## config.mk

```make
export PLATFORM = sky130hd
export DESIGN_NAME = dns_name_label_codec
export DESIGN_NICKNAME = d
export VERILOG_FILES = /design/src/rtl/core/dnc_pkg.sv /design/src/rtl/core/dnc_csr.sv /design/src/rtl/core/dnc_engine.sv /design/src/rtl/core/dnc_rsp_queue.sv /design/src/rtl/core/dns_name_label_codec.sv
export VERILOG_INCLUDE_DIRS = /design/src /design/src/rtl/core
export SDC_FILE = /design/constraint.sdc
export NUM_CORES = 1
export LEC_CHECK = 0
export ABC_CLOCK_PERIOD_IN_PS = 6500
export BUFFER_PORTS_ARGS = -buffer_cell sky130_fd_sc_hd__buf_4
export CAP_MARGIN = 20
export CORE_UTILIZATION = 47
export DETAILED_ROUTE_END_ITERATION = 12
export PLACE_DENSITY_LB_ADDON = 0.15
export SYNTH_ARGS = -nofsm -noshare
export SYNTH_HDL_FRONTEND = slang
export SYNTH_SLANG_ARGS = --single-unit
```

## constraint.sdc

```tcl
create_clock -name clock -period 6.5 [get_ports clock]
set_clock_uncertainty 0.2 [all_clocks]
set_input_delay 0 -clock clock [delete_from_list [all_inputs] [get_ports clock]]
set_output_delay 0 -clock clock [all_outputs]
set_load 0.1 [all_outputs]
```

## src/rtl/core/dns_name_label_codec_assert.svh

```systemverilog
// ----------------------------------------------------------------------------
// DNS name label codec assertion macros
// Shared concurrent assertion forms for the codec RTL.
// ----------------------------------------------------------------------------
`ifndef DNS_NAME_LABEL_CODEC_ASSERT_SVH
`define DNS_NAME_LABEL_CODEC_ASSERT_SVH

// Same-cycle implication, checked on every rising clock edge out of reset.
`define DNC_ASSERT_IMPL(label, clk, rst, ante, cons) \
   label: assert property (@(posedge clk) disable iff (rst) (ante) |-> (cons)) \
      else $error("dnc: implication check failed");

// Next-cycle implication.
`define DNC_ASSERT_NEXT(label, clk, rst, ante, cons) \
   label: assert property (@(posedge clk) disable iff (rst) (ante) |=> (cons)) \
      else $error("dnc: next-cycle check failed");

`endif

```

## src/rtl/core/dnc_pkg.sv

```systemverilog
// ----------------------------------------------------------------------------
// DNS name label codec package
// Shared types and constants of the codec.
// ----------------------------------------------------------------------------
package dnc_pkg;

   localparam int NAME_BYTES_DEF       = 256;
   localparam int MAX_LABEL_DEF        = 63;
   localparam int WIRE_LABEL_CLAMP_DEF = 64;

   localparam logic [7:0] DOT_CHAR  = 8'h2E;
   localparam logic [7:0] NUL_CHAR  = 8'h00;

   // Direction register encoding
   localparam logic DIR_TEXT_TO_WIRE = 1'b0;
   localparam logic DIR_WIRE_TO_TEXT = 1'b1;

   // CSR map: register index taken from paddr[2]
   localparam int          CSR_ADDR_W    = 3;
   localparam logic        CSR_DIRECTION = 1'b0;

   localparam int QUEUE_DEPTH = 4;
   localparam int QUEUE_PTR_W = $clog2(QUEUE_DEPTH);
   localparam int QUEUE_CNT_W = $clog2(QUEUE_DEPTH + 1);

   typedef struct packed {
      logic [7:0] write_addr;
      logic [7:0] write_byte;
      logic       name_done;
      logic       error;
   } result_type;

   // Results produced by one request: r1 is only used when r0 is
   typedef struct packed {
      logic       v0;
      logic       v1;
      result_type r0;
      result_type r1;
   } emit_type;

endpackage

```

## src/rtl/core/dnc_csr.sv

```systemverilog
// ----------------------------------------------------------------------------
// DNS name label codec CSR block
// APB-style direction register; a write also restarts the current name.
// ----------------------------------------------------------------------------
module dnc_csr import dnc_pkg::*; (
   input  logic                  clock,
   input  logic                  reset,
   input  logic                  csr_psel,
   input  logic                  csr_penable,
   input  logic                  csr_pwrite,
   input  logic [CSR_ADDR_W-1:0] csr_paddr,
   input  logic [31:0]           csr_pwdata,
   output logic [31:0]           csr_prdata,
   output logic                  csr_pready,
   output logic                  direction,
   output logic                  restart
);

   logic direction_ff;
   logic direction_in;
   logic wr_hit;

   assign csr_pready   = 1'b1;
   assign wr_hit       = csr_psel & csr_penable & csr_pwrite & csr_pready
                         & (csr_paddr[2] == CSR_DIRECTION);
   assign direction_in = wr_hit ? csr_pwdata[0] : direction_ff;

   always_ff @(posedge clock) begin
      if (reset) begin
         direction_ff <= DIR_TEXT_TO_WIRE;
      end else begin
         direction_ff <= direction_in;
      end
   end

   assign csr_prdata = (csr_paddr[2] == CSR_DIRECTION) ? {31'd0, direction_ff} : 32'd0;
   assign direction  = direction_ff;
   assign restart    = wr_hit;

endmodule

```

## src/rtl/core/dnc_engine.sv

```systemverilog
// ----------------------------------------------------------------------------
// DNS name label codec engine
// Input register, per-name state and the single-pass conversion logic.
// ----------------------------------------------------------------------------
module dnc_engine import dnc_pkg::*; #(
   parameter int NAME_BYTES       = NAME_BYTES_DEF,
   parameter int MAX_LABEL        = MAX_LABEL_DEF,
   parameter int WIRE_LABEL_CLAMP = WIRE_LABEL_CLAMP_DEF
) (
   input  logic       clock,
   input  logic       reset,
   input  logic       direction,
   input  logic       restart,
   input  logic       req_valid,
   output logic       req_stall,
   input  logic [7:0] req_in_byte,
   input  logic       room,
   output emit_type   emit
);

   localparam int         AddrSpan = (NAME_BYTES < 256) ? NAME_BYTES : 256;
   localparam logic [8:0] Span9    = 9'(AddrSpan);
   localparam logic [7:0] MaxLab8  = 8'(MAX_LABEL);
   localparam logic [7:0] Clamp8   = 8'(WIRE_LABEL_CLAMP);

   `include "dns_name_label_codec_assert.svh"

   logic       in_valid_ff, in_valid_in;
   logic [7:0] in_byte_ff,  in_byte_in;
   logic [8:0] byte_index_ff, byte_index_in;
   logic [8:0] label_slot_ff, label_slot_in;
   logic [7:0] label_count_ff, label_count_in;
   logic       at_start_ff, at_start_in;
   logic       error_ff, error_in;

   logic       accept, fire;
   logic [7:0] b;
   logic [8:0] bi_inc, bi_dec;
   logic       text_full, wire_in_range;

   assign fire      = in_valid_ff & room;
   assign req_stall = in_valid_ff & ~room;
   assign accept    = req_valid & ~req_stall;

   assign in_valid_in = accept | (in_valid_ff & ~fire);
   assign in_byte_in  = accept ? req_in_byte : in_byte_ff;

   assign b             = in_byte_ff;
   assign bi_inc        = byte_index_ff + 9'd1;
   assign bi_dec        = byte_index_ff - 9'd1;
   // text mode keeps room for the closing zero
   assign text_full     = ({1'b0, byte_index_ff} + 10'd2) >= {1'b0, Span9};
   assign wire_in_range = (byte_index_ff < Span9) && (byte_index_ff != 9'd0);

   always_comb begin
      byte_index_in  = byte_index_ff;
      label_slot_in  = label_slot_ff;
      label_count_in = label_count_ff;
      at_start_in    = at_start_ff;
      error_in       = error_ff;
      emit           = '0;
      emit.r0.error  = error_ff;
      emit.r1.error  = error_ff;

      if (fire) begin
         if (direction == DIR_TEXT_TO_WIRE) begin
            if (b != DOT_CHAR && b != NUL_CHAR) begin
               if (label_count_ff >= MaxLab8 || text_full) begin
                  error_in = 1'b1;
               end else begin
                  emit.v0            = 1'b1;
                  emit.r0.write_addr = bi_inc[7:0];
                  emit.r0.write_byte = b;
                  byte_index_in      = bi_inc;
                  label_count_in     = label_count_ff + 8'd1;
                  at_start_in        = 1'b0;
               end
            end else if (b == DOT_CHAR) begin
               if (text_full) begin
                  error_in = 1'b1;
               end else begin
                  emit.v0            = 1'b1;
                  emit.r0.write_addr = label_slot_ff[7:0];
                  emit.r0.write_byte = label_count_ff;
                  label_slot_in      = bi_inc;
                  byte_index_in      = bi_inc;
                  label_count_in     = 8'd0;
                  at_start_in        = 1'b0;
               end
            end else begin
               emit.v0            = 1'b1;
               emit.r0.write_addr = label_slot_ff[7:0];
               if (label_count_ff == 8'd0) begin
                  emit.r0.write_byte = NUL_CHAR;
                  emit.r0.name_done  = 1'b1;
               end else begin
                  emit.r0.write_byte = label_count_ff;
                  emit.v1            = 1'b1;
                  emit.r1.write_addr = bi_inc[7:0];
                  emit.r1.write_byte = NUL_CHAR;
                  emit.r1.name_done  = 1'b1;
               end
               byte_index_in  = 9'd0;
               label_slot_in  = 9'd0;
               label_count_in = 8'd0;
               at_start_in    = 1'b1;
               error_in       = 1'b0;
            end
         end else begin
            if (label_count_ff != 8'd0) begin
               label_count_in = label_count_ff - 8'd1;
               if (wire_in_range) begin
                  emit.v0            = 1'b1;
                  emit.r0.write_addr = bi_dec[7:0];
                  emit.r0.write_byte = b;
               end else begin
                  error_in = 1'b1;
               end
               byte_index_in = (byte_index_ff < Span9) ? bi_inc : byte_index_ff;
               at_start_in   = 1'b0;
            end else if (b == NUL_CHAR) begin
               emit.v0            = 1'b1;
               // byte_index never passes the span, so index minus one fits
               emit.r0.write_addr = (at_start_ff || byte_index_ff == 9'd0) ? 8'd0
                                                                           : bi_dec[7:0];
               emit.r0.write_byte = NUL_CHAR;
               emit.r0.name_done  = 1'b1;
               byte_index_in      = 9'd0;
               label_slot_in      = 9'd0;
               label_count_in     = 8'd0;
               at_start_in        = 1'b1;
               error_in           = 1'b0;
            end else begin
               error_in       = error_ff | (b > MaxLab8);
               label_count_in = (b > Clamp8) ? Clamp8 : b;
               emit.r0.error  = error_ff | (b > MaxLab8);
               if (!at_start_ff) begin
                  if (wire_in_range) begin
                     emit.v0            = 1'b1;
                     emit.r0.write_addr = bi_dec[7:0];
                     emit.r0.write_byte = DOT_CHAR;
                  end else begin
                     error_in = 1'b1;
                  end
               end
               byte_index_in = (byte_index_ff < Span9) ? bi_inc : byte_index_ff;
               at_start_in   = 1'b0;
            end
         end
      end
   end

   always_ff @(posedge clock) begin
      if (reset) begin
         in_valid_ff    <= 1'b0;
         byte_index_ff  <= 9'd0;
         label_slot_ff  <= 9'd0;
         label_count_ff <= 8'd0;
         at_start_ff    <= 1'b1;
         error_ff       <= 1'b0;
      end else if (restart) begin
         in_valid_ff    <= in_valid_in;
         byte_index_ff  <= 9'd0;
         label_slot_ff  <= 9'd0;
         label_count_ff <= 8'd0;
         at_start_ff    <= 1'b1;
         error_ff       <= 1'b0;
      end else begin
         in_valid_ff    <= in_valid_in;
         byte_index_ff  <= byte_index_in;
         label_slot_ff  <= label_slot_in;
         label_count_ff <= label_count_in;
         at_start_ff    <= at_start_in;
         error_ff       <= error_in;
      end
   end

   always_ff @(posedge clock) begin
      in_byte_ff <= in_byte_in;
   end

   `DNC_ASSERT_IMPL(a_second_after_first, clock, reset, emit.v1,
                    emit.v0 && emit.r1.name_done && !emit.r0.name_done)
   `DNC_ASSERT_NEXT(a_done_restarts, clock, reset, emit.v0 && (emit.r0.name_done
                    || emit.v1) && !restart, at_start_ff && byte_index_ff == 9'd0
                    && !error_ff)
   `DNC_ASSERT_IMPL(a_text_index_bound, clock, reset,
                    direction == DIR_TEXT_TO_WIRE && !at_start_ff,
                    {1'b0, byte_index_ff} < {1'b0, Span9})

endmodule

```

## src/rtl/core/dnc_rsp_queue.sv

```systemverilog
// ----------------------------------------------------------------------------
// DNS name label codec response queue
// Small register queue taking up to two results a cycle, giving out one while rsp_stall is low.
// ----------------------------------------------------------------------------
module dnc_rsp_queue import dnc_pkg::*; (
   input  logic       clock,
   input  logic       reset,
   input  emit_type   emit,
   output logic       room,
   output logic       rsp_valid,
   input  logic       rsp_stall,
   output result_type rsp
);

   `include "dns_name_label_codec_assert.svh"

   result_type             entry_ff [QUEUE_DEPTH];
   logic [QUEUE_PTR_W-1:0] head_ff, head_in;
   logic [QUEUE_PTR_W-1:0] tail_ff, tail_in;
   logic [QUEUE_CNT_W-1:0] count_ff, count_in;
   logic [QUEUE_PTR_W-1:0] tail_next;
   logic [QUEUE_CNT_W-1:0] push_n;
   logic                   pop;

   assign rsp_valid = (count_ff != '0);
   assign rsp       = entry_ff[head_ff];
   assign pop       = rsp_valid & ~rsp_stall;
   // leave space for a two-result request
   assign room      = (count_ff <= QUEUE_CNT_W'(QUEUE_DEPTH - 2));

   assign push_n    = emit.v1 ? QUEUE_CNT_W'(2) : (emit.v0 ? QUEUE_CNT_W'(1) : '0);
   assign tail_next = tail_ff + QUEUE_PTR_W'(1);
   assign tail_in   = tail_ff + push_n[QUEUE_PTR_W-1:0];
   assign head_in   = pop ? head_ff + QUEUE_PTR_W'(1) : head_ff;
   assign count_in  = count_ff + push_n - (pop ? QUEUE_CNT_W'(1) : '0);

   always_ff @(posedge clock) begin
      if (reset) begin
         head_ff  <= '0;
         tail_ff  <= '0;
         count_ff <= '0;
      end else begin
         head_ff  <= head_in;
         tail_ff  <= tail_in;
         count_ff <= count_in;
      end
   end

   always_ff @(posedge clock) begin
      if (emit.v0) begin
         entry_ff[tail_ff] <= emit.r0;
      end
      if (emit.v1) begin
         entry_ff[tail_next] <= emit.r1;
      end
   end

   `DNC_ASSERT_IMPL(a_push_has_room, clock, reset, emit.v0,
                    count_ff <= QUEUE_CNT_W'(QUEUE_DEPTH - 2))
   `DNC_ASSERT_IMPL(a_count_bound, clock, reset, 1'b1,
                    count_ff <= QUEUE_CNT_W'(QUEUE_DEPTH))

endmodule

```

## src/rtl/core/dns_name_label_codec.sv

```systemverilog
// ----------------------------------------------------------------------------
// DNS name label codec
// Converts domain names between dotted text and length-prefixed wire form.
// ----------------------------------------------------------------------------
// One name byte is taken per request, up to one request per clock. Each
// request is registered and converted in a single pass against the per-name
// counters. Its zero, one or two addressed writes land in a four-entry
// response queue at the next edge. So a response reaches the outputs through
// the request register and a queue entry, and leaves while rsp_stall is low.
// Only a text terminator that closes an open label makes two responses; all
// other bytes make at most one. req_stall rises only while a request is held
// and the response queue has fewer than two free places. With rsp_stall low
// the codec takes one request per cycle. The exception is the second write
// of a terminator: it needs its own turn at the outputs, so a run of short
// names can back the queue up and stall requests. The direction register
// (offset 0) selects text to wire (0) or wire to text (1); writing it
// restarts the name.
// ----------------------------------------------------------------------------
module dns_name_label_codec import dnc_pkg::*; #(
   parameter int NAME_BYTES       = NAME_BYTES_DEF,
   parameter int MAX_LABEL        = MAX_LABEL_DEF,
   parameter int WIRE_LABEL_CLAMP = WIRE_LABEL_CLAMP_DEF
) (
   input  logic                  clock,
   input  logic                  reset,
   // configuration port
   input  logic                  csr_psel,
   input  logic                  csr_penable,
   input  logic                  csr_pwrite,
   input  logic [CSR_ADDR_W-1:0] csr_paddr,
   input  logic [31:0]           csr_pwdata,
   output logic [31:0]           csr_prdata,
   output logic                  csr_pready,
   // request channel
   input  logic                  req_valid,
   output logic                  req_stall,
   input  logic [7:0]            req_in_byte,
   // response channel
   output logic                  rsp_valid,
   input  logic                  rsp_stall,
   output logic [7:0]            rsp_write_addr,
   output logic [7:0]            rsp_write_byte,
   output logic                  rsp_name_done,
   output logic                  rsp_error
);

   logic       direction;
   logic       restart;
   logic       room;
   emit_type   emit;
   result_type rsp;

   // Direction register; a write also clears all name state
   dnc_csr u_csr (
      .clock       (clock),
      .reset       (reset),
      .csr_psel    (csr_psel),
      .csr_penable (csr_penable),
      .csr_pwrite  (csr_pwrite),
      .csr_paddr   (csr_paddr),
      .csr_pwdata  (csr_pwdata),
      .csr_prdata  (csr_prdata),
      .csr_pready  (csr_pready),
      .direction   (direction),
      .restart     (restart)
   );

   // Request register, name counters and conversion logic
   dnc_engine #(
      .NAME_BYTES       (NAME_BYTES),
      .MAX_LABEL        (MAX_LABEL),
      .WIRE_LABEL_CLAMP (WIRE_LABEL_CLAMP)
   ) u_engine (
      .clock       (clock),
      .reset       (reset),
      .direction   (direction),
      .restart     (restart),
      .req_valid   (req_valid),
      .req_stall   (req_stall),
      .req_in_byte (req_in_byte),
      .room        (room),
      .emit        (emit)
   );

   // Response queue decouples two-write terminators from rsp_stall
   dnc_rsp_queue u_rsp_queue (
      .clock     (clock),
      .reset     (reset),
      .emit      (emit),
      .room      (room),
      .rsp_valid (rsp_valid),
      .rsp_stall (rsp_stall),
      .rsp       (rsp)
   );

   assign rsp_write_addr = rsp.write_addr;
   assign rsp_write_byte = rsp.write_byte;
   assign rsp_name_done  = rsp.name_done;
   assign rsp_error      = rsp.error;

endmodule
```

* Word level (Yosys, flattened, before mapping)
Memory sizes are Yosys's and may differ from the RTL's. A register that Yosys moved wholly into a read port is not among the register bits.
Index checks and enable logic that the tools add are counted.
** Storage, ports and cells
- Memories kept :: 1
- Bits in writable memories :: 72
- Bits of input ports :: 50
- Register bits after elaboration :: 44
- Output and inout port bits :: 53
- Logic and storage cells :: 152
** Operators by class
- Multiplexer cells :: 83
- Add/sub/neg operators :: 10
- Reduce and logical (&&, ||, !) cells :: 15
- Order comparisons :: 6
- Bitwise operators :: 15
- Equality and inequality tests :: 11
** Memories
- u_rsp_queue.entry_ff :: words 4, bits a word 18, rd ports 1, clocked after Yosys merged registers in 1, write ports 2, RTL line dnc_rsp_queue.sv:17 : result_type entry_ff [QUEUE_DEPTH];
** Operators with widths (count)
- $mux 16 :: 9
- $mux 8 :: 14
- $mux 17 :: 5
- $mux 9 :: 8
- $mux 1 :: 42
- $mux 37 :: 1
- $logic_not 8->1 :: 2
- $reduce_bool 8->1 :: 2
- $sub 8x1->8 const B :: 2
- $ne 3x3->1 const B :: 4
- $add 9x2->10 const B :: 1
- $ge 10x9->1 const B :: 1
- $add 9x1->9 const B :: 1
- $logic_not 9->1 :: 1
- $lt 9x9->1 const B :: 1
- $reduce_bool 9->1 :: 1
- $add 8x1->8 const B :: 1
- $and 1x1->1 :: 8
- $eq 8x6->1 const B :: 1
- $ge 8x6->1 const B :: 1
- $gt 8x6->1 const B :: 1
- $gt 8x7->1 const B :: 1
- $ne 8x6->1 const B :: 1
- $mux 2 :: 3
- other kinds (19) :: 28

* Depth between registers and ports, before layout
Gate-level depths: netlist of the first run.
- Word-level depth :: 12
- Gate-level depth with buffers :: 13
- Depth with buffers taken out :: 12

* Cells and area by module
Synthesis of the first run repeated with hierarchy kept, for this count alone.
** Unflattened totals
- Cell total of the unflattened synthesis :: 670
- Area, all modules :: 7425.9 µm²
** Modules (own cells, without submodules)
- dnc_rsp_queue :: area each 3946.3 µm², instances 1, cells an instance 226, sequential area each 2342.2 µm²
- dnc_engine :: area each 3170.5 µm², instances 1, cells an instance 404, sequential area each 800.8 µm²
- dnc_csr :: area each 309.0 µm², instances 1, cells an instance 40, sequential area each 20.0 µm²

* Worst setup path before layout of the first run
OpenSTA, ideal clock, no wires.
- Kind :: register -> register
- Start point :: register u_engine.in_byte_ff[0], in the netlist u_engine.b[0]
- End point :: register u_rsp_queue.count_ff[2]
- Cell stages (with the launch flop) :: 12
- Clock period less this slack :: 3180 ps
- Required time :: 6172 ps
- Path buffers :: 1
- Library setup time :: 128 ps
- Data arrival time :: 2853 ps
- Setup slack :: 3320 ps
- Cell sequence :: edfxtp_1 > or4_1 > buf_2 > or2_2 > nor3_4 > inv_1 > ha_1 > inv_1 > fa_1 > xor2_1 > xnor2_1 > nor2_1
** On the way
- Word-level cells in the longest chain between the ends :: 9
- Elaborated cells on any way between the ends :: 18
- Those cells by class :: 2 x add/sub; 2 x eq/ne; 11 x mux; 3 x reduce/logical
** Ends and longest elaborated chain
- start: declaration :: RTL line dnc_engine.sv:29 : logic [7:0] in_byte_ff, in_byte_in;
- start signal: assignment :: RTL line dnc_engine.sv:179 : in_byte_ff <= in_byte_in;
- $eq 8x6->1, or another cell as far along :: RTL line dnc_engine.sv:78 : end else if (b == DOT_CHAR) begin
- $mux 1, or another cell as far along :: RTL line dnc_engine.sv:78
- $mux 1 (on tied branches) :: RTL line dnc_engine.sv:67, dnc_engine.sv:110
- $mux 1 :: RTL line dnc_engine.sv:66 : if (direction == DIR_TEXT_TO_WIRE) begin
- $mux 37 (*) :: RTL line dnc_engine.sv:65 : if (fire) begin
- $mux 1 :: RTL line dnc_rsp_queue.sv:31 : assign push_n = emit.v1 ? QUEUE_CNT_W'(2) : (emit.v0 ? QUEUE_CNT_W'(1) : '0);
- $mux 3 (*) :: RTL line dnc_rsp_queue.sv:31
- $add 3x3->3 (*) :: RTL line dnc_rsp_queue.sv:35 : assign count_in = count_ff + push_n - (pop ? QUEUE_CNT_W'(1) : '0);
- $sub 3x3->3 (*) :: RTL line dnc_rsp_queue.sv:35
- end signal: assignment :: RTL line dnc_rsp_queue.sv:45 : count_ff <= count_in;
- end: declaration :: RTL line dnc_rsp_queue.sv:20 : logic [QUEUE_CNT_W-1:0] count_ff, count_in;
Mark *: on every way between the ends. The rest lies on a longest branch, timed or not.
A chain may end at the register's enable or synchronous reset.

==> flow_metrics.tcl, run 1 <==
set metrics [dict create \
    ys.flop_type "dfxtp_1" \
    crit_fanout 19 \
    critPathLaunchType "flip-flop" \
    finalHoldViolations 0 \
    r2r_setup_slack_ns 2.53 \
    post-route-min-period_ns 3.973 \
    dp_hpwl_mm 10.31 \
    wl_mm 15.22 \
    wire_per_inst_um 17.74 \
    seq_area_frac_synth 0.4551 \
    grt_max_degree 30 \
    final_util 0.5651 \
    drive_above_1_share 0.1574 \
    die-area_um2 13750 \
    rows 41 \
    dpl-instance-area_um2 6477 \
    required_ns 6.36 \
    cts_tree "built" \
    status "finished, final reports clean" \
    timing.setup.tns_ns 0 \
    cts_setup_buffers 0 \
    clk_pin_slew_ns 0.06 \
    critPathKind "flip-flop to flip-flop" \
    finalCritPeriodShare 0.6112 \
    synth-seq-cells 118 \
    drt_drc_violations_left 0 \
    yosysTopAreaCell "edfxtp_1" \
    p_int_mw 1.739 \
    synth_cell_types 67 \
    syn-cell-area_um2 6246 \
    antenna_found_initial 0 \
    clockBufferDepth 2 \
    power_frac_seq 0.322 \
    pwr-share-comb 0.354 \
    regToRegEndpoint "u_rsp_queue.entry_ff[3][13]" \
    synth_edf_count 48 \
    crit_slowest_cell "dfxtp_1" \
    place.gp.congestion 0.8969 \
    worst_path_most_repeated_cell "inv_1" \
    cts_root_buf "clkbuf_16" \
    viasPerCell 5.927 \
    clock-sinks 118 \
    overflow 0 \
    fillers 1099 \
    dr.pass1.iters 5 \
    grt_pass1_vias 4799 \
    hold_end "u_engine.at_start_ff" \
    dieHeight_um 117.3 \
    async_flop_share 0 \
    switching_share 0.3927 \
    crit_arrival_ns 3.83 \
    num_antenna_cells 0 \
    port_buffers 37 \
    grt_usage 0.2376 \
    die_w_um 117.3 \
    ctsResizeCount 0 \
    worstSetupEndpointType "flip-flop" \
    crit-reg2reg-launch "u_engine.byte_index_ff[0]" \
    synth.top_cell.area_share 0.2308 \
    core_area_um2 12770 \
    worstRegToRegCells 8 \
    cts_buffers 17 \
    ant_nets 0 \
    place_inst 810 \
    finalWorstSetupSlack_ns 2.527 \
    ys_warn_count 0 \
    hold_path.class "primary input to flip-flop" \
    setup_viol 0 \
    grt_pass1_wl_mm 24.45 \
    peakVddDrop_v 0.0003428 \
    cap_violations 0 \
    synthCells 638 \
    max_slew_margin 0.2943 \
    power_leakage_nw 2.692 \
    rsz0062_at_grt "false" \
    drt_iter0_markers 512 \
    insertion_delay_ns 0.42 \
    htreeDepth 4 \
    p_switching_mw 1.124 \
    min-delay-start "csr_pwrite" \
    cpPeakStageDelay_ns 0.63 \
    layout.nets 733 \
    clock_power_share 0.324 \
    fin_area_um2 7218 \
    whs_path_depth 4 \
    synth.area.top_cells "edfxtp_1 23%, dfxtp_1 22%, mux4_2 6.5%, o21ai_0 3.9%, buf_4 3.8%" \
    slew_violations 0 \
    syn_to_final_growth_pct 15.56 \
    dr_total_vias 5085 \
    path_cells "inv_1, ha_1, a31oi_1, a221oi_2, a211oi_4, nand3_2, and2_4, inv_1" \
    final_cells 858 \
    fmax_mhz 251.7 \
    initial_core_util 0.4890 \
    syn_avg_cell_area_um2 9.790 \
    post-place-ws_ns 2.614 \
    worstMarginPinSlew_ns 1.059 \
    p_per_area_nw_per_um2 396.6 \
    io_pins 103 \
]
==> cell usage in the layout (no fill, tap or decap), drive strengths merged, types with 4 or more instances in the layout <==
cell type,count
dfxtp,70
o21ai,50
edfxtp,48
nand3,48
nor2,48
nand2,42
buf,41
o22ai,32
conb,32
a21oi,25
inv,22
clkbuf,21
mux4,18
dlygate4sd3,15
a22o,12
xor2,11
nor2b,10
nor3,10
nand2b,9
o31ai,9
ha,9
a211oi,8
nand4,6
or2,6
xnor2,6
and2,6
clkinv,6
mux2i,5
a221oi,5
and3,4
a21o,4
nor4,4
o211ai,4
==> power groups by stage <==
stage / Sequential [mW] / Combinational, mW / Clock, mW
2_1_floorplan: 0.904 / 0.871 / 0
5_1_grt: 0.929 / 1.08 / 0.977
6_report: 0.921 / 1.01 / 0.928
3_5_place_dp: 0.933 / 1.01 / 0
3_3_place_gp: 0.929 / 0.995 / 0
4_1_cts: 0.919 / 1.02 / 0.939
==> worst max-delay path by stage <==
stage | from | end | cells after the start
2_1_floorplan | u_engine.b[0] | u_rsp_queue.count_ff[2] | 11
3_3_place_gp | u_engine.b[1] | u_rsp_queue.entry_ff[0][13] | 6
3_5_place_dp | u_engine.byte_index_ff[0] | u_rsp_queue.entry_ff[3][10] | 8
4_1_cts | u_engine.byte_index_ff[0] | u_rsp_queue.entry_ff[3][13] | 8
5_1_grt | u_engine.byte_index_ff[0] | u_rsp_queue.entry_ff[3][13] | 8
6_report | u_engine.byte_index_ff[0] | u_rsp_queue.entry_ff[3][13] | 8
==> what timing repair did <==
| item | 4_1_cts | 5_1_grt |
|---|---|---|
| hold buffers | 15 | 0 |
| setup endpoints to repair | 0 | 0 |
| endpoints found under the hold margin | 27 | 0 |
==> synthesized netlist by cell type, types with 11 or more instances <==
| master | count |
|---|---|
| a21oi_1 | 25 |
| a22o_1 | 12 |
| buf_4 | 32 |
| clkbuf_1 | 26 |
| dfxtp_1 | 70 |
| edfxtp_1 | 48 |
| inv_1 | 22 |
| mux4_2 | 18 |
| nand2_1 | 39 |
| nand3_1 | 47 |
| nor2_1 | 47 |
| o21ai_0 | 49 |
| o22ai_1 | 32 |
| xor2_1 | 11 |
==> flip-flops by register name, summed over array words and instances (netlist names), named ones only <==
name and cells:
u_engine.error_ff 1, u_engine.label_count_ff 8, u_engine.byte_index_ff 9, u_rsp_queue.count_ff 3, u_engine.b 8, u_csr.direction 1
u_rsp_queue.head_ff 2, u_engine.label_slot_ff 8, u_rsp_queue.tail_ff 2, u_engine.at_start_ff 1, u_engine.in_valid_ff 1, u_rsp_queue.entry_ff 72
==> metrics by stage <==
stage          power [mW]  hold WS (ns)
6_report            2.863       0.02523
5_1_grt             2.983       0.06488
4_1_cts             2.874       0.08473
3_5_place_dp        1.939      -0.02056
3_3_place_gp        1.924      -0.02187
2_1_floorplan       1.775       -0.1011
==> critical path, delay by kind of cell, from the launching register on <==
kind | cells | cell delay (ns)
compound gates | 3 | 1.11
fa+ha+maj | 1 | 0.32
buf+inv | 2 | 0.55
flops | 1 | 0.63
simple gates | 2 | 0.79
==> final cells by class <==
class                   count  area, um2  share of cell area
clock buffers              21      450.4             0.06240
clock inverters            11      132.6             0.01837
multi-input cells         458       3037              0.4207
flip-flops and latches    118       2843              0.3938
repair buffers             56      457.9             0.06344
well taps                 172      215.2             0.02981
inverters                  22      82.58             0.01144
==> routing by layer <==
metal	up-vias	routed length (um)	track usage
li1	2387	-	-
met1	2432	6537	0.3045
met2	234	7249	0.3859
met3	32	1124	0.05458
met4	0	308	0.1013
met5	-	0	0
==> kinds of logic (layout without fill, tap and decap cells) <==
logic type | count (synthesis) | after routing | share of synthesized area
multiplexers | 24 | 24 | 0.07472
flip-flops | 118 | 118 | 0.4551
adder cells (fa/ha/maj) | 10 | 10 | 0.02123
XOR/XNOR | 17 | 17 | 0.02384
other | 2 | 32 | 0.001202
AND/OR/NAND/NOR | 204 | 204 | 0.1661
buffers and inverters | 92 | 110 | 0.07672
AO/OA/AOI/OAI | 171 | 171 | 0.1811
(Power assumes the default switching activity.)
==> inputs of run 2 (changes only) <==
--- a/config.mk
+++ b/config.mk
@@ -6,7 +6,7 @@
 export SDC_FILE = /design/constraint.sdc
 export NUM_CORES = 1
 export LEC_CHECK = 0
-export ABC_CLOCK_PERIOD_IN_PS = 6500
+export ABC_CLOCK_PERIOD_IN_PS = 3500
 export BUFFER_PORTS_ARGS = -buffer_cell sky130_fd_sc_hd__buf_4
 export CAP_MARGIN = 20
 export CORE_UTILIZATION = 47
==> constraint.sdc (replaced) <==
create_clock -name clock -period 3.5 [get_ports clock]
set_clock_uncertainty 0.2 [all_clocks]
set_input_delay 0 -clock clock [delete_from_list [all_inputs] [get_ports clock]]
set_output_delay 0 -clock clock [all_outputs]
set_load 0.1 [all_outputs]
==> run 2 against run 1 <==
  * Wire length rose by 3.5%
  * First-iteration DRC count rose by 21%
  * Setup slack got worse by 2.2 ns
  * Sequential share of layout area fell by 1.1 points
  * Critical path depth did not move
  * Register-to-register slack got worse by 2.2 ns
  * Worst hold slack improved by 0.053 ns
  * Cell count rose by 3.6%
  * Largest power group unchanged
==> flow_metrics.tcl, run 2 (synthesis results as in run 1) <==
set metrics [dict create \
    clockBufferDepth 2 \
    worstMarginPinSlew_ns 0.9127 \
    viasPerCell 5.821 \
    crit_fanout 7 \
    worstSetupEndpointType "flip-flop" \
    crit_arrival_ns 3.10 \
    io_pins 103 \
    cts_tree "built" \
    die_w_um 117.3 \
    top_register "u_rsp_queue.entry_ff" \
    drt_iter0_markers 618 \
    grt_usage 0.2422 \
    finalHoldViolations 0 \
    critPathLaunchType "flip-flop" \
    critPathKind "flip-flop to flip-flop" \
    cp.buffers_inverters 1 \
    post-place-ws_ns 0.3688 \
    path_cells "or4_1, buf_4, a21oi_1, or4_1, o21ai_0, a32o_1, a211oi_2, o22ai_1" \
    power_leakage_nw 2.827 \
    drt_drc_violations_left 0 \
    post-route-min-period_ns 3.157 \
    finalPower_mw 5.265 \
    area.sequential_um2 2843 \
    rows 41 \
    insertion_delay_ns 0.42 \
    fmax_mhz 316.8 \
    cpPeakStageDelay_ns 0.57 \
    multiInputGateArea_um2 3037 \
    finalCritPeriodShare 0.9020 \
    required_ns 3.44 \
    slew_violations 0 \
    status "finished, final reports clean" \
    ctsResizeCount 0 \
    hold_path.class "primary input to flip-flop" \
    max_slew_margin 0.3868 \
    die-area_um2 13750 \
    dp_hpwl_mm 10.86 \
    cts_root_buf "clkbuf_16" \
    wire_per_inst_um 17.72 \
    fillers 1069 \
    top_regs "u_rsp_queue.entry_ff: 72 flops, u_engine.byte_index_ff: 9 flops" \
    overflow 0 \
    antenna_found_initial 0 \
    setup_viol 0 \
    dr.pass1.iters 5 \
    grt_pass1_vias 4765 \
    htreeDepth 4 \
    worst_path_most_repeated_cell "or4_1" \
    clock-sinks 118 \
    drive_above_1_share 0.1939 \
    layout_common_cells "71 x buf_4, 70 x dfxtp_1, 49 x o21ai_0" \
    grt_max_degree 29 \
    place.gp.congestion 0.9164 \
    cap_violations 0 \
    final_util 0.5820 \
    peakVddDrop_v 0.0006743 \
    cts_hold_repair.buffers 15 \
    layout.nets 764 \
    initial_core_util 0.4890 \
    port_buffers 37 \
    crit_family "compound AO/OA/AOI/OAI gates" \
    grt_pass1_wl_mm 24.50 \
    largest_reg_flops 72 \
    core_area_um2 12770 \
    clk_pin_slew_ns 0.05 \
    p_per_area_nw_per_um2 708.1 \
    cts_setup_buffers 0 \
    layout_commonest_cell "buf_4" \
    rsz0062_at_grt "false" \
    timing.setup.tns_ns 0 \
    ant_nets 0 \
    syn_to_final_growth_pct 19.03 \
    cts_buffers 17 \
    crit_slowest_cell "or4_1" \
    finalWorstSetupSlack_ns 0.3431 \
    wl_mm 15.75 \
    dieHeight_um 117.3 \
    num_antenna_cells 0 \
    dr_total_vias 5175 \
]
==> run 2: per-layer routing <==
layer  global-route usage  vias to the layer above  share of wire
li1                     -                     2457              -
met1               0.3101                     2444           0.43
met2               0.3973                      255           0.48
met3              0.06128                       19          0.085
met4              0.08608                        0          0.011
met5                    0                        -              0
==> run 2: metrics by stage <==
step / instance area [um2] / hold WS, ns / std cells
global route: 7435 / 0.08695 / 889
floorplan: 6359 / -0.1011 / 668
global placement: 6723 / -0.02162 / 841
finish: 7435 / 0.07777 / 889
CTS: 7427 / 0.07725 / 888
detailed placement: 6723 / -0.02054 / 841
==> run 2: where the power goes <==
part           switching (mW)  internal (mW)  total (mW)  leakage, nW
registers               0.150           1.59        1.74         1.02
clock network           0.610           1.02        1.63        0.268
logic                    1.35          0.546        1.89         1.53
total                    2.11           3.16        5.26         2.83
==> run 2: worst min-delay path, stage by stage <==
cell      delay (ns)
buf_4           0.07
nand4b_1        0.14
nand2b_1        0.37
a21oi_1         0.07
==> run 2: final timing paths <==
| path | endpoint | cells past startpoint | startpoint | slack, ns |
|---|---|---|---|---|
| min | u_engine.label_count_ff[7] | 4 | csr_pwrite | 0.08 |
| max reg2reg | u_rsp_queue.entry_ff[3][13] | 8 | u_engine.b[2] | 0.34 |
| max | u_rsp_queue.entry_ff[3][13] | 8 | u_engine.b[2] | 0.34 |
| min reg2reg | u_rsp_queue.entry_ff[3][8] | 2 | u_rsp_queue.entry_ff[3][8] | 0.25 |
==> run 2: final cells by class <==
class | count | area share
Multi-Input combinational cell | 458 | 0.4084
Timing Repair Buffer | 87 | 0.09458
Sequential cell | 118 | 0.3824
Tap cell | 172 | 0.02895
Clock inverter | 10 | 0.01077
Clock buffer | 22 | 0.06378
Inverter | 22 | 0.01111
